## config.mk

```make
export PLATFORM = sky130hd
export DESIGN_NAME = tcg_cursor
export DESIGN_NICKNAME = d
export VERILOG_FILES = /design/src/sv/tcg_pkg.sv /design/src/sv/tcg_cursor.sv
export SDC_FILE = /design/constraint.sdc
export NUM_CORES = 1
export LEC_CHECK = 0
export ABC_AREA = 0
export BUFFER_PORTS_ARGS = -buffer_cell sky130_fd_sc_hd__buf_2
export CAP_MARGIN = 5
export CELL_PAD_IN_SITES_DETAIL_PLACEMENT = 1
export CELL_PAD_IN_SITES_GLOBAL_PLACEMENT = 1
export CORE_AREA = 2 2 82 143
export CTS_CLUSTER_SIZE = 16
export DETAILED_ROUTE_END_ITERATION = 6
export DIE_AREA = 0 0 84 145
export PLACE_DENSITY_LB_ADDON = 0.1
export SLEW_MARGIN = 15
export SYNTH_ARGS = -nofsm -noshare
export SYNTH_HDL_FRONTEND = slang
export SYNTH_SLANG_ARGS = --single-unit
export TNS_END_PERCENT = 50
```

## constraint.sdc

```tcl
create_clock -name clk_i -period 5.86 [get_ports clk_i]
set_clock_uncertainty 0.15 [all_clocks]
set_input_delay 0.879 -clock clk_i [delete_from_list [all_inputs] [get_ports clk_i]]
set_output_delay 0.879 -clock clk_i [all_outputs]
set_load 0.01 [all_outputs]
```

## src/sv/tcg_pkg.sv

```systemverilog
`timescale 1ns / 1ps
// ----------------------------------------------------------------------------
// Text console glyph renderer package
// Shared constants, command codes and structured types for the renderer.
// ----------------------------------------------------------------------------
package tcg_pkg;

  localparam int GLYPH_ROWS  = 16;
  localparam int GLYPH_COUNT = 256;
  localparam int COORD_BITS  = 12;

  localparam int ROW_W       = $clog2(GLYPH_ROWS);
  localparam int CODE_W      = $clog2(GLYPH_COUNT);
  localparam int GADDR_W     = CODE_W + ROW_W;
  localparam int DIM_W       = 13;
  localparam int COLOUR_W    = 32;
  localparam int KIND_W      = 3;
  localparam int PADDR_W     = 4;

  localparam logic [ROW_W-1:0] ROW_LAST = ROW_W'(GLYPH_ROWS - 1);

  localparam logic [DIM_W-1:0] CELL_W     = DIM_W'(8);
  localparam logic [DIM_W-1:0] CELL_H     = DIM_W'(16);
  localparam logic [DIM_W-1:0] COORD_SPAN = DIM_W'(1 << COORD_BITS);
  localparam logic [7:0]       FULL_MASK  = 8'hFF;

  // Command codes
  localparam logic [KIND_W-1:0] KIND_PUT     = 3'd0;
  localparam logic [KIND_W-1:0] KIND_BACK    = 3'd1;
  localparam logic [KIND_W-1:0] KIND_NEWLINE = 3'd2;
  localparam logic [KIND_W-1:0] KIND_HOME    = 3'd3;
  localparam logic [KIND_W-1:0] KIND_LOAD    = 3'd4;

  // Register indexes
  localparam logic [1:0] REG_WIDTH  = 2'd0;
  localparam logic [1:0] REG_HEIGHT = 2'd1;
  localparam logic [1:0] REG_FG     = 2'd2;
  localparam logic [1:0] REG_CLEAR  = 2'd3;

  typedef struct packed {
    logic [DIM_W-1:0]    canvas_width;
    logic [DIM_W-1:0]    canvas_height;
    logic [COLOUR_W-1:0] foreground_colour;
    logic [COLOUR_W-1:0] clear_colour;
  } cfg_t;

  typedef struct packed {
    logic [COORD_BITS-1:0] emit_x;
    logic [COORD_BITS-1:0] emit_y;
  } cur_step_t;

endpackage

```

## src/sv/tcg_cursor.sv

```systemverilog
`timescale 1ns / 1ps
// ----------------------------------------------------------------------------
// Cursor unit
// Holds the text cursor and works out its next position and the cell origin.
// ----------------------------------------------------------------------------
module tcg_cursor import tcg_pkg::*; (
  input  logic              clk_i,
  input  logic              rst_ni,
  input  logic              upd_en_i,
  input  logic [KIND_W-1:0] kind_i,
  input  cfg_t              cfg_i,
  output cur_step_t         step_o
);

  logic [COORD_BITS-1:0] x_q, x_d;
  logic [COORD_BITS-1:0] y_q, y_d;
  logic [DIM_W-1:0]      w_eff, h_eff;
  logic [DIM_W-1:0]      x_adv, y_inc, y_pre, y_pull, xb;
  logic [COORD_BITS-1:0] yb;
  logic                  wrap;

  always_comb begin
    if (cfg_i.canvas_width < CELL_W) begin
      w_eff = CELL_W;
    end else if (cfg_i.canvas_width > COORD_SPAN) begin
      w_eff = COORD_SPAN;
    end else begin
      w_eff = cfg_i.canvas_width;
    end
    if (cfg_i.canvas_height < CELL_H) begin
      h_eff = CELL_H;
    end else if (cfg_i.canvas_height > COORD_SPAN) begin
      h_eff = COORD_SPAN;
    end else begin
      h_eff = cfg_i.canvas_height;
    end
  end

  assign x_adv = {1'b0, x_q} + CELL_W;
  assign wrap  = ({1'b0, x_adv} + {1'b0, CELL_W}) > {1'b0, w_eff};
  assign y_inc = {1'b0, y_q} + CELL_H;

  // Backspace from the start of a line steps to the end of the line above (of the top line when already on it).
  always_comb begin
    if ({1'b0, x_q} < CELL_W) begin
      xb = w_eff;
      yb = ({1'b0, y_q} >= CELL_H) ? y_q - COORD_BITS'(CELL_H) : '0;
    end else begin
      xb = {1'b0, x_q};
      yb = y_q;
    end
  end

  // The pull-back compare is shared by put-char and newline.
  assign y_pre  = (((kind_i == KIND_PUT) && wrap) || (kind_i == KIND_NEWLINE)) ?
                  y_inc : {1'b0, y_q};
  assign y_pull = (y_pre > (h_eff - CELL_H)) ? y_pre - CELL_H : y_pre;

  always_comb begin
    x_d         = x_q;
    y_d         = y_q;
    step_o.emit_x = x_q;
    step_o.emit_y = y_q;
    case (kind_i)
      KIND_PUT: begin
        x_d   = wrap ? '0 : x_adv[COORD_BITS-1:0];
        y_d   = y_pull[COORD_BITS-1:0];
      end
      KIND_BACK: begin
        x_d           = COORD_BITS'(xb - CELL_W);
        y_d           = yb;
        step_o.emit_x = x_d;
        step_o.emit_y = yb;
      end
      KIND_NEWLINE: begin
        x_d   = '0;
        y_d   = y_pull[COORD_BITS-1:0];
      end
      KIND_HOME: begin
        x_d = '0;
        y_d = '0;
      end
      default: ;
    endcase
  end

  always_ff @(posedge clk_i or negedge rst_ni) begin
    if (!rst_ni) begin
      x_q <= '0;
      y_q <= '0;
    end else if (upd_en_i) begin
      x_q <= x_d;
      y_q <= y_d;
    end
  end

endmodule

```

==> flow_metrics.py <==
metrics = {
    "yosys": {
        "ys_seq_area_share_pct": 16.7,
        "netlist_instances": 492,
        "synth_top_area_share_pct": 16.7,
        "synth_nets": 620,
        "synth_warnings": 0,
        "ys_types": 70,
        "synth_common_cells": "nand2_1, nor2_1, o21ai_0, ha_1, a21oi_1",
        "syn_avg_cell_area_sq_um": 7.29,
        "syn_area_sq_um": 3590,
        "ys_ff_latch": 24,
        "synthArstFlopShare_pct": 100,
        "yosysTopAreaCell": "dfrtp_1",
        "synth_edf_count": 0,
        "ys_top_cells_by_area": "dfrtp_1, ha_1, xnor2_1",
        "synth-main-ff-cell": "dfrtp_1",
        "synth_most_common_cell": "nand2_1",
    },
    "detailed_routing": {
        "vias": 4326,
        "via_per_inst": 5.72,
        "routed_wl_um": 14500,
        "antenna_left": 0,
        "first_iter_violations": 148,
        "drcViolationCount": 0,
        "avgRoutedWirePerCell_um": 19.2,
        "first_pass_iters": 4,
    },
    "setup_path": {
        "startpoint_type": "flop",
        "r2r_end": "y_q[9]",
        "r2r_cells": 25,
        "critical_path_required_ns": 5.85,
        "crit_path_start": "x_q[3]",
        "worstPathArrival_ns": 5.89,
        "worstSetupPathType": "reg2reg",
        "crit_fanout": 4,
        "reg2reg_slack_ns": -0.05,
        "regToRegStartpoint": "x_q[3]",
        "critPathCaptureType": "flop",
    },
    "job": {
        "cap_violations": 0,
    },
    "sta": {
        "worst_pin_slew_ns": 1.15,
        "post-route-period-util_pct": 101,
        "report.final.hold_viol_count": 0,
        "slew_headroom_pct": 23.1,
        "min_period_ns": 5.91,
        "holdWs_ns": 0.388,
        "setup_violations": 3,
        "drv_slew": 0,
        "fmax_mhz": 169,
        "grt_setup_unrepaired": "true",
        "fin_setup_tns_ns": -0.104,
        "postLayoutSetupSlackWorst_ns": -0.0487,
    },
    "power": {
        "p_int_w": 0.000801,
        "switching_share_pct": 48.1,
        "p_clk_share_pct": 11.1,
        "leakagePower_nw": 2.31,
        "pwr-share-comb_pct": 71.3,
        "switching_power_w": 0.000741,
        "p_per_area_nw_per_um2": 294,
        "ir_worst_vdd_uv": 151,
        "p_seq_share_pct": 17.6,
    },
    "clock_tree": {
        "cts_tree": "yes",
        "clkTransAtPathRegs_ns": 0.07,
        "hold_buffers": 0,
        "cts_made_buffers": 3,
        "cts_sinks": 24,
        "ctsRootBufferMaster": "clkbuf_16",
        "cts_max_level": 1,
        "worstSkewPairLatency_ns": 0.27,
        "clockBufferDepth": 2,
    },
    "finish": {
        "num_antenna_cells": 0,
        "area_growth_pct": 46.1,
        "layout-drive-gt1-share_pct": 36.1,
        "num-nets-final": 753,
    },
    "floorplanning": {
        "io-pin-count": 120,
        "die_h_um": 145,
        "start_util_pct": 32.5,
        "die-area_sq_um": 12200,
        "coreArea_sq_um": 11000,
        "fp.dieW_um": 84,
        "num_rows": 51,
    },
    "placement": {
        "gp_congestion": 0.828,
        "portBuffers": 55,
        "pre_cts_ws_ns": -1.01,
        "hpwl_um": 11500,
    },
    "min_path": {
        "min_to": "x_q[0]",
        "min_from": "x_q[0]",
        "min_path_cells": 1,
        "hold_class": "reg2reg",
    },
    "global_routing": {
        "grt_pass1_vias": 4484,
        "grt_pass1_wl_um": 22400,
        "grt_max_degree": 30,
        "track_usage_pct": 23.0,
        "grt_remaining_overflow": 0,
        "antenna_found_initial": 0,
    },
    "run_status": {
        "outcome": "complete, but fails checks",
        "violations": "negative setup slack",
    },
}
[power by group through the flow]
stage               clock (W)  sequential, W  combinational [W]
floorplan                   0       0.000219           0.000602
global placement            0       0.000263           0.000902
detailed placement          0       0.000264           0.000922
CTS                  0.000174       0.000264            0.00100
global route         0.000178       0.000276            0.00119
finish               0.000171       0.000271            0.00110
[routing by layer]
layer	GRT usage, %	vias up	part of all wire [%]
li1	-	2080	-
met1	21.0	2128	33
met2	49.4	84	61
met3	0.910	34	1.8
met4	10.0	0	4.2
met5	0	-	0
[cells in the final DEF, fill, tap and decap left out, types with 3 or more instances in the layout]
| cell | count |
|---|---|
| ha_4 | 6 |
| and3_1 | 7 |
| or3_1 | 4 |
| a21o_1 | 11 |
| nand4_1 | 7 |
| a22oi_1 | 3 |
| ha_1 | 25 |
| a22o_1 | 6 |
| a31oi_1 | 3 |
| o211ai_1 | 6 |
| xnor2_1 | 21 |
| nor3_1 | 12 |
| a21oi_1 | 25 |
| nor2b_1 | 13 |
| dfrtp_1 | 22 |
| and2_1 | 9 |
| buf_2 | 52 |
| xor2_1 | 8 |
| inv_1 | 14 |
| nand3_2 | 5 |
| nand2b_1 | 7 |
| clkbuf_16 | 3 |
| buf_6 | 12 |
| o21ai_0 | 36 |
| nand2_1 | 52 |
| nor2_1 | 41 |
| o21bai_1 | 3 |
| nor4_1 | 11 |
| o21ai_1 | 3 |
| nand3_1 | 12 |
| o31ai_1 | 6 |
| buf_4 | 91 |
| nand3_4 | 3 |
| a21oi_2 | 3 |
| o221ai_1 | 3 |
| o21a_1 | 5 |
[timing repair]
action | 4_1_cts | 5_1_grt
pin swaps | 27 | 50
resized for setup | 49 | 45
setup endpoints to repair | 8 | 8
buffers inserted | 12 | 14
gates cloned | 0 | 0
[critical path, stage by stage, from the launching register on]
cell and delay, ns:
dfrtp_2 0.45, buf_6 0.14, inv_4 0.05, ha_4 0.21, nor4_4 0.25, buf_4 0.16, nand3b_1 0.10, xnor2_1 0.15
ha_1 0.31, nand4_1 0.14, or2_4 0.31, a31oi_4 0.21, o21a_1 0.23, o21ai_4 0.08, or4b_4 0.59, xnor2_4 0.18
ha_4 0.27, a21o_1 0.14, a21oi_2 0.08, and3_1 0.18, o2111a_1 0.16, a211oi_4 0.28, o21ai_4 0.12, or2_4 0.26
o311ai_1 0.47, nand3_2 0.10
[registers in the layout, summed over array words and instances (netlist names)]
name  count
x_q      12
y_q      12
[area by class of cell]
class / count / area, sq um
clock buffer: 4 / 88.8
inverter: 18 / 72.6
fill: 1383 / 5800
sequential: 24 / 603
timing repair buffer: 155 / 1080
multi-input combinational: 423 / 3230
tap: 132 / 165
[kinds of logic after synthesis]
family / Yosys count / share of synthesized area, %
AND/OR/NAND/NOR: 208 / 29.3
AO/OA/AOI/OAI: 146 / 28.1
buffers and inverters: 45 / 5.23
XOR/XNOR: 34 / 8.51
adder cells (fa/ha/maj): 32 / 11.2
flip-flops: 24 / 16.7
multiplexers: 3 / 0.907
[worst max path at each step]
stage               to  slack (ns)  cells past startpoint
2_1_floorplan   y_q[9]      -0.004                     27
3_3_place_gp   y_q[11]       -0.93                     29
3_5_place_dp   y_q[11]       -1.01                     29
4_1_cts         y_q[9]       -0.08                     27
5_1_grt        y_q[11]       -0.28                     28
6_report        y_q[9]       -0.05                     25
[through the flow]
step                      total power [W]  cells  instance area, sq um  utilization [%]
after floorplan                  0.000821    492                  3590                -
after global placement            0.00117    731                  4510             40.8
after detailed placement          0.00119    731                  4510             40.8
after CTS                         0.00144    745                  4900             44.4
after global routing              0.00165    756                  5240             47.5
final                             0.00154    756                  5240             47.5
(Power assumes the default switching activity.)
