==> src/sv/tcg_pkg.sv <==
`timescale 1ns / 1ps
// ----------------------------------------------------------------------------
// Text console glyph renderer package
// Shared constants, command codes and structured types for the renderer.
// ----------------------------------------------------------------------------
package tcg_pkg;

  localparam int GLYPH_ROWS  = 16;
  localparam int GLYPH_COUNT = 256;
  localparam int COORD_BITS  = 12;

  localparam int ROW_W       = $clog2(GLYPH_ROWS);
  localparam int CODE_W      = $clog2(GLYPH_COUNT);
  localparam int GADDR_W     = CODE_W + ROW_W;
  localparam int DIM_W       = 13;
  localparam int COLOUR_W    = 32;
  localparam int KIND_W      = 3;
  localparam int PADDR_W     = 4;

  localparam logic [ROW_W-1:0] ROW_LAST = ROW_W'(GLYPH_ROWS - 1);

  localparam logic [DIM_W-1:0] CELL_W     = DIM_W'(8);
  localparam logic [DIM_W-1:0] CELL_H     = DIM_W'(16);
  localparam logic [DIM_W-1:0] COORD_SPAN = DIM_W'(1 << COORD_BITS);
  localparam logic [7:0]       FULL_MASK  = 8'hFF;

  // Command codes
  localparam logic [KIND_W-1:0] KIND_PUT     = 3'd0;
  localparam logic [KIND_W-1:0] KIND_BACK    = 3'd1;
  localparam logic [KIND_W-1:0] KIND_NEWLINE = 3'd2;
  localparam logic [KIND_W-1:0] KIND_HOME    = 3'd3;
  localparam logic [KIND_W-1:0] KIND_LOAD    = 3'd4;

  // Register indexes
  localparam logic [1:0] REG_WIDTH  = 2'd0;
  localparam logic [1:0] REG_HEIGHT = 2'd1;
  localparam logic [1:0] REG_FG     = 2'd2;
  localparam logic [1:0] REG_CLEAR  = 2'd3;

  typedef struct packed {
    logic [DIM_W-1:0]    canvas_width;
    logic [DIM_W-1:0]    canvas_height;
    logic [COLOUR_W-1:0] foreground_colour;
    logic [COLOUR_W-1:0] clear_colour;
  } cfg_t;

  typedef struct packed {
    logic [COORD_BITS-1:0] emit_x;
    logic [COORD_BITS-1:0] emit_y;
  } cur_step_t;

endpackage

==> src/sv/tcg_apb_regs.sv <==
`timescale 1ns / 1ps
// ----------------------------------------------------------------------------
// Renderer configuration registers
// APB-style register file holding canvas size and the two colours.
// ----------------------------------------------------------------------------
module tcg_apb_regs import tcg_pkg::*; (
  input  logic               clk_i,
  input  logic               rst_ni,
  input  logic               psel,
  input  logic               penable,
  input  logic               pwrite,
  input  logic [PADDR_W-1:0] paddr,
  input  logic [31:0]        pwdata,
  output logic [31:0]        prdata,
  output logic               pready,
  output cfg_t               cfg_o
);

  cfg_t       cfg_q;
  logic       wr_en;
  logic [1:0] reg_idx;

  assign pready  = 1'b1;
  assign wr_en   = psel && penable && pwrite;
  assign reg_idx = paddr[PADDR_W-1:2];
  assign cfg_o   = cfg_q;

  always_ff @(posedge clk_i or negedge rst_ni) begin
    if (!rst_ni) begin
      cfg_q.canvas_width      <= DIM_W'(640);
      cfg_q.canvas_height     <= DIM_W'(480);
      cfg_q.foreground_colour <= 32'hFFFF_FFFF;
      cfg_q.clear_colour      <= 32'h0;
    end else if (wr_en) begin
      case (reg_idx)
        REG_WIDTH:  cfg_q.canvas_width      <= pwdata[DIM_W-1:0];
        REG_HEIGHT: cfg_q.canvas_height     <= pwdata[DIM_W-1:0];
        REG_FG:     cfg_q.foreground_colour <= pwdata;
        REG_CLEAR:  cfg_q.clear_colour      <= pwdata;
        default: ;
      endcase
    end
  end

  always_comb begin
    case (reg_idx)
      REG_WIDTH:  prdata = {{(32-DIM_W){1'b0}}, cfg_q.canvas_width};
      REG_HEIGHT: prdata = {{(32-DIM_W){1'b0}}, cfg_q.canvas_height};
      REG_FG:     prdata = cfg_q.foreground_colour;
      REG_CLEAR:  prdata = cfg_q.clear_colour;
      default:    prdata = 32'h0;
    endcase
  end

endmodule

==> config.mk <==
export PLATFORM = sky130hd
export DESIGN_NAME = tcg_apb_regs
export DESIGN_NICKNAME = d
export VERILOG_FILES = /design/src/sv/tcg_pkg.sv /design/src/sv/tcg_apb_regs.sv
export SDC_FILE = /design/constraint.sdc
export NUM_CORES = 1
export LEC_CHECK = 0
export BUFFER_PORTS_ARGS = -buffer_cell sky130_fd_sc_hd__buf_4
export CAP_MARGIN = 20
export CORE_MARGIN = 2
export CORE_UTILIZATION = 45
export CTS_BUF_LIST = sky130_fd_sc_hd__clkbuf_4 sky130_fd_sc_hd__clkbuf_8 sky130_fd_sc_hd__clkbuf_16
export CTS_CLUSTER_SIZE = 10
export DETAILED_ROUTE_END_ITERATION = 7
export GPL_ROUTABILITY_DRIVEN = 0
export PLACE_DENSITY = 0.81
export SLEW_MARGIN = 5
export SYNTH_ARGS = -nofsm -noshare
export SYNTH_HDL_FRONTEND = slang
export SYNTH_SLANG_ARGS = --single-unit
==> constraint.sdc <==
create_clock -name clk_i -period 3.3 [get_ports clk_i]
set_input_delay 0.495 -clock clk_i [delete_from_list [all_inputs] [get_ports clk_i]]
set_output_delay 0.495 -clock clk_i [all_outputs]
set_load 0.005 [all_outputs]
==> impl_metrics.toml, run 1 <==
[run_status]
status = "finished, final reports clean"

[setup_path]
critPathLaunchType = "input port"
worstPathArrival_ps = 1780
reg2regPathDepth = 1
cpPeakStageDelay_ps = 600
crit_cells = 3
cp_top_family = "buffers and inverters"
cpMaxStageDelayCell = "mux4_2"
critPathKind = "in -> out"
cp_max_fo = 35
crit_path_cell_trace = "buf_4 -> mux4_2 -> buf_4"
crit_path_end_kind = "output pin"
cp.buffers_inverters = 2
worstPathRequired_ps = 2800
cp_common_cell = "buf_4"

[synthesis]
synthDistinctLibCells = 22
syn_avg_cell_area_sq_um = 16.0
ys_warn_count = 0
synthCells = 258
synth.cell_area_sq_um = 4120
ys_seq_area_frac = 0.559
synth-seq-cells = 90
syn_nets = 299

[global_route]
globalRouteMet2Util = 0.353
grt_max_degree = 40
grt_antenna_before_repair = 0
grt_use_met3 = 0.0309
first_global_vias = 2900
grt-busiest-layer = "met2"
use_met1 = 0.239
grtUsageTotal = 0.197
gr-total-overflow = 0
grt_pass1_wl_um = 15200

[route]
drt-initial-drc-count = 75
wl_per_cell_um = 18.2
viasPerCell = 5.24
ant_nets = 0
dr.pass1.iters = 4
drc = 0
routed_wl_um = 9640
vias = 2772

[cts]
h-tree-depth = 3
cts_buffers = 9
cts-root-buf = "clkbuf_8"
cts.repair.resized = 0
clk_pin_slew_worst_paths_ps = 90
cts_tree = "built"
clk_latency_ps = 330
holdBufCountCts = 0
post_cts_buffers = 0
cts.sinks = 90
clock_path_buffers = 2

[sta]
finalCriticalPeriod_ps = 2280
fin_tns_setup_ps = 0
finalMaxSlewViolations = 0
worst_slew_pin_slew_ps = 823
final-hold-violation-count = 0
relSlewSlack = 0.451
rsz0062_at_grt = "false"
fin_crit_sh = 0.690
clock.fmax_mhz = 439
clock_skew_ps = 0
finalSetupViolations = 0
fin_ws_ps = 1020
holdWs_ps = 107

[floorplanning]
start_util = 0.467
core_sq_um = 8810
design.die.area_sq_um = 9930
io_pins = 164
rows = 34
die_y_um = 99.6
die_w_um = 99.6

[final_layout]
utilization = 0.635
fin_area_sq_um = 5600
num_antenna_cells = 0
finalNonFillerCells = 529
nNetsFinal = 457
area_growth_pct = 35.9
drive_gt1_frac = 0.770
largest_register_ff_count = 90
fillers = 715

[placement]
dp_hpwl_um = 7030
dp.cells = 513
placed_area_sq_um = 5400
dp_slack_ps = 901
port_buffers = 160

[pwr]
irDropWorstVdd_mv = 0.315
total_leakage_power_nw = 2.65
p_per_area_nw_per_um2 = 619
power.total_mw = 3.46

[run]
drv_cap = 0

[min_path]
hold_path_class = "in -> async"
[power breakdown]
| group | internal (mW) | leakage [nW] | switching [mW] |
|---|---|---|---|
| combinational | 0.726 | 1.52 | 0.339 |
| sequential | 1.44 | 1.04 | 0.212 |
| clock | 0.384 | 0.101 | 0.359 |
[synth_stat cells]
cell type / n / area share
buf_4: 3 / 0.0055
or2_1: 1 / 0.0015
or3_1: 1 / 0.0015
nand4_1: 1 / 0.0015
mux2_4: 10 / 0.036
mux2_2: 78 / 0.21
nor2_1: 1 / 0.00091
nand3_1: 1 / 0.0012
dfrtp_1: 52 / 0.32
nor2b_1: 19 / 0.029
nor3_1: 1 / 0.0012
buf_2: 8 / 0.0097
mux2_1: 2 / 0.0055
conb_1: 1 / 0.00091
clkbuf_2: 1 / 0.0012
buf_1: 2 / 0.0018
clkbuf_1: 1 / 0.00091
inv_2: 1 / 0.00091
mux2i_1: 19 / 0.046
dfstp_2: 38 / 0.24
mux4_2: 13 / 0.071
buf_6: 4 / 0.011
[cells by family (layout without fill, tap and decap cells)]
logic type,count (synthesis),in the layout,share of synthesized area
buf+inv,20,183,0.0310
other cells,1,1,0.000911
simple gates,25,25,0.0368
mux,122,122,0.373
flops,90,90,0.559
[final cells by class]
| type | instances | area, sq um | area share |
|---|---|---|---|
| Inverter | 1 | 3.75 | 0.000671 |
| Timing Repair Buffer | 166 | 1260 | 0.225 |
| Clock buffer | 13 | 154 | 0.0275 |
| Tap cell | 108 | 135 | 0.0242 |
| Clock inverter | 3 | 42.5 | 0.00760 |
| Multi-Input combinational cell | 148 | 1700 | 0.304 |
| Sequential cell | 90 | 2300 | 0.411 |
[metal layers]
metal | part of all wire | routed length, um
met4 | 0.012 | 112
met1 | 0.40 | 3820
met3 | 0.031 | 302
met5 | 0 | 0
met2 | 0.56 | 5400
[path summary, 6_finish.rpt]
kind / start / to / slack, ps
max reg2reg: cfg_o[5] / cfg_o[5] / 2480
min reg2reg: cfg_o[65] / cfg_o[65] / 540
max in group asynchronous: rst_ni / cfg_o[32] / 2350
max: paddr[2] / prdata[0] / 1020
min in group clk_i: pwdata[6] / cfg_o[6] / 390
min: rst_ni / cfg_o[74] / 110
[placed cells by master (no fill, tap or decap)]
master	count
dfrtp_1	52
nand4_1	1
nor2_4	1
mux2_1	2
or3_1	1
or2_1	1
nor2b_1	19
clkinvlp_4	1
conb_1	1
nor3_2	1
clkbuf_8	9
mux2_2	78
clkinv_2	1
inv_2	1
bufinv_16	1
nand3_1	1
buf_4	165
buf_12	1
clkbuf_4	4
mux2i_1	19
mux4_2	13
mux2_4	10
dfstp_2	38
Power figures use the tool's default switching activity.
==> run 2: changes to the inputs <==
Settings changed: ABC_AREA set to 1, CORE_UTILIZATION 45 to 44, PLACE_DENSITY 0.81 to 0.82.
Clock period 3.3 ns to 2.04 ns, I/O delays scaled along.
==> impl_metrics.toml, run 2 <==
[floorplanning]
design.die.area_sq_um = 10400
die_w_um = 102
core_sq_um = 9280
rows = 35
io_pins = 164
die_y_um = 102
start_util = 0.454

[cts]
cts.repair.resized = 0
clk_pin_slew_worst_paths_ps = 80
clock_path_buffers = 2
cts_buffers = 9
post_cts_buffers = 0
cts_tree = "built"
cts.sinks = 90
clk_latency_ps = 340
cts-root-buf = "clkbuf_8"
h-tree-depth = 3

[setup_path]
crit_cells = 6
cpPeakStageDelay_ps = 310
endpoint = "prdata[4]"
crit_path_start = "paddr[3]"
cp.buffers_inverters = 4
cp_max_fo = 11
cpMaxStageDelayCell = "inv_1"
crit_path_cell_trace = "buf_4 -> inv_1 -> buf_4 -> nand3_1 -> nand4_1 -> buf_4"
critPathLaunchType = "input port"
rrSetupSlack_ps = 1280
critPathKind = "in -> out"
crit_path_end_kind = "output pin"
reg2regPathDepth = 2
cp_top_family = "buffers and inverters"
r2r-end = "cfg_o[86]"
cp_common_cell = "buf_4"
worstPathArrival_ps = 1330
worstPathRequired_ps = 1730
reg2reg_from = "cfg_o[86]"

[synthesis]
synth-main-ff-cell = "dfrtp_1"
ys_warn_count = 0
syn_nets = 576
synth-edff-count = 0
synth_top_area_frac = 0.309
synth.cell_area_sq_um = 4210
ys_seq_area_frac = 0.546
yosys-top-cells-area = "dfrtp_1 (31%), nand2_1 (31%), dfstp_2 (24%), nand3_1 (4.6%), nand4_1 (1.9%)"
ys_top_cells_by_count = "nand2_1 (345), dfrtp_1 (52), nand3_1 (39), dfstp_2 (38), buf_2 (15)"
yosys.area.top_type = "dfrtp_1"
async_flop_share = 1.00
synth-seq-cells = 90
synth_most_common_cell = "nand2_1"
synthDistinctLibCells = 17
synthCells = 535
syn_avg_cell_area_sq_um = 7.88

[final_layout]
nNetsFinal = 733
area_growth_pct = 36.0
largest_register_ff_count = 90
mostFrequentLayoutCells = "nand2_1 (345), buf_4 (171), dfrtp_1 (52)"
num_antenna_cells = 0
drive_gt1_frac = 0.351
fillers = 824
final_common_cell = "nand2_1"
fin_area_sq_um = 5730

[global_route]
grt_pass1_wl_um = 18900
first_global_vias = 3810
grt_antenna_before_repair = 0
grt_max_degree = 44
gr-total-overflow = 0
grtUsageTotal = 0.234

[route]
routed_wl_um = 12000
ant_nets = 0
viasPerCell = 5.03
vias = 4151
dr.pass1.iters = 5
wl_per_cell_um = 14.6
drc = 0
drt-initial-drc-count = 296

[pwr]
power.total_mw = 5.19
irDropWorstVdd_mv = 0.445
total_leakage_power_nw = 3.14
p_per_area_nw_per_um2 = 905

[sta]
fin_crit_sh = 0.801
final-hold-violation-count = 0
rsz0062_at_grt = "false"
holdWs_ps = 171
finalSetupViolations = 0
worst_slew_pin_slew_ps = 530
finalCriticalPeriod_ps = 1630
clock.fmax_mhz = 612
fin_tns_setup_ps = 0
clock_skew_ps = 0
relSlewSlack = 0.645
finalMaxSlewViolations = 0
fin_ws_ps = 405

[placement]
port_buffers = 160
dp_hpwl_um = 8690
placed_area_sq_um = 5530
dp_slack_ps = 401

[run]
drv_cap = 0

[min_path]
hold_path_class = "in -> reg"

[run_status]
status = "finished, final reports clean"
-- run 2: cell count changes in the layout (fill, tap and decap cells not counted), moves of 6 or more --
cell     previous run  this run
mux2i_1            19         0
nand2_1             0       345
mux2_2             78         0
mux4_2             13         0
nor2b_1            19         0
mux2_4             10         0
nand4_1             1        13
nand3_1             1        39
buf_4             165       171
-- run 2: area by class of cell --
cell class              count  area [sq um]  share of cell area
clock inverters             3          42.5             0.00742
inverters                   6          22.5             0.00393
well taps                 129           161              0.0282
repair buffers            176          1370               0.240
flip-flops and latches     90          2300               0.401
multi-input cells         409          1690               0.294
clock buffers              12           146              0.0255
-- run 2: cell families (layout without fill, tap and decap cells) --
| kind of cell | Yosys count | in the layout | synth area share |
|---|---|---|---|
| and+or+nand+nor | 408 | 408 | 0.399 |
| other | 1 | 1 | 0.000890 |
| DFF | 90 | 90 | 0.546 |
| buffers and inverters | 36 | 197 | 0.0543 |
-- run 2: worst min-delay path by stage --
stage	from	endpoint	cells after the start	slack, ps
3_5_place_dp	rst_ni	cfg_o[17]	1	190
5_1_grt	pwdata[20]	cfg_o[52]	3	160
4_1_cts	pwdata[20]	cfg_o[20]	3	160
6_report	pwdata[18]	cfg_o[18]	3	170
2_1_floorplan	rst_ni	cfg_o[0]	0	10
3_3_place_gp	rst_ni	cfg_o[14]	1	190
-- run 2: through the flow --
step,util,cells
after CTS,0.617,825
after global routing,0.617,825
final,0.617,825
after global placement,0.596,809
after detailed placement,0.596,809
after floorplan,-,535
-- run 2: timing repair --
action,in CTS,in global routing
hold buffers,1,0
setup endpoints to repair,0,0
endpoints found under the hold margin,9,0
-- run 2: where the power goes --
part | switching (mW) | internal (mW) | total, mW
clock network | 0.575 | 0.600 | 1.17
registers | 0.336 | 2.27 | 2.60
logic | 0.611 | 0.801 | 1.41
total | 1.52 | 3.67 | 5.19
-- run 2: tightest hold or removal path: cells and delay by family --
family / cells / cell delay (ps)
AND/OR/NAND/NOR: 2 / 90
buffers and inverters: 1 / 80
-- run 2: layer usage --
metal	wire length, um	track usage	vias up
met1	4910	0.312	1953
met4	127	0.0687	0
met5	0	0	-
met3	1120	0.0465	18
li1	-	-	1959
met2	5890	0.389	221
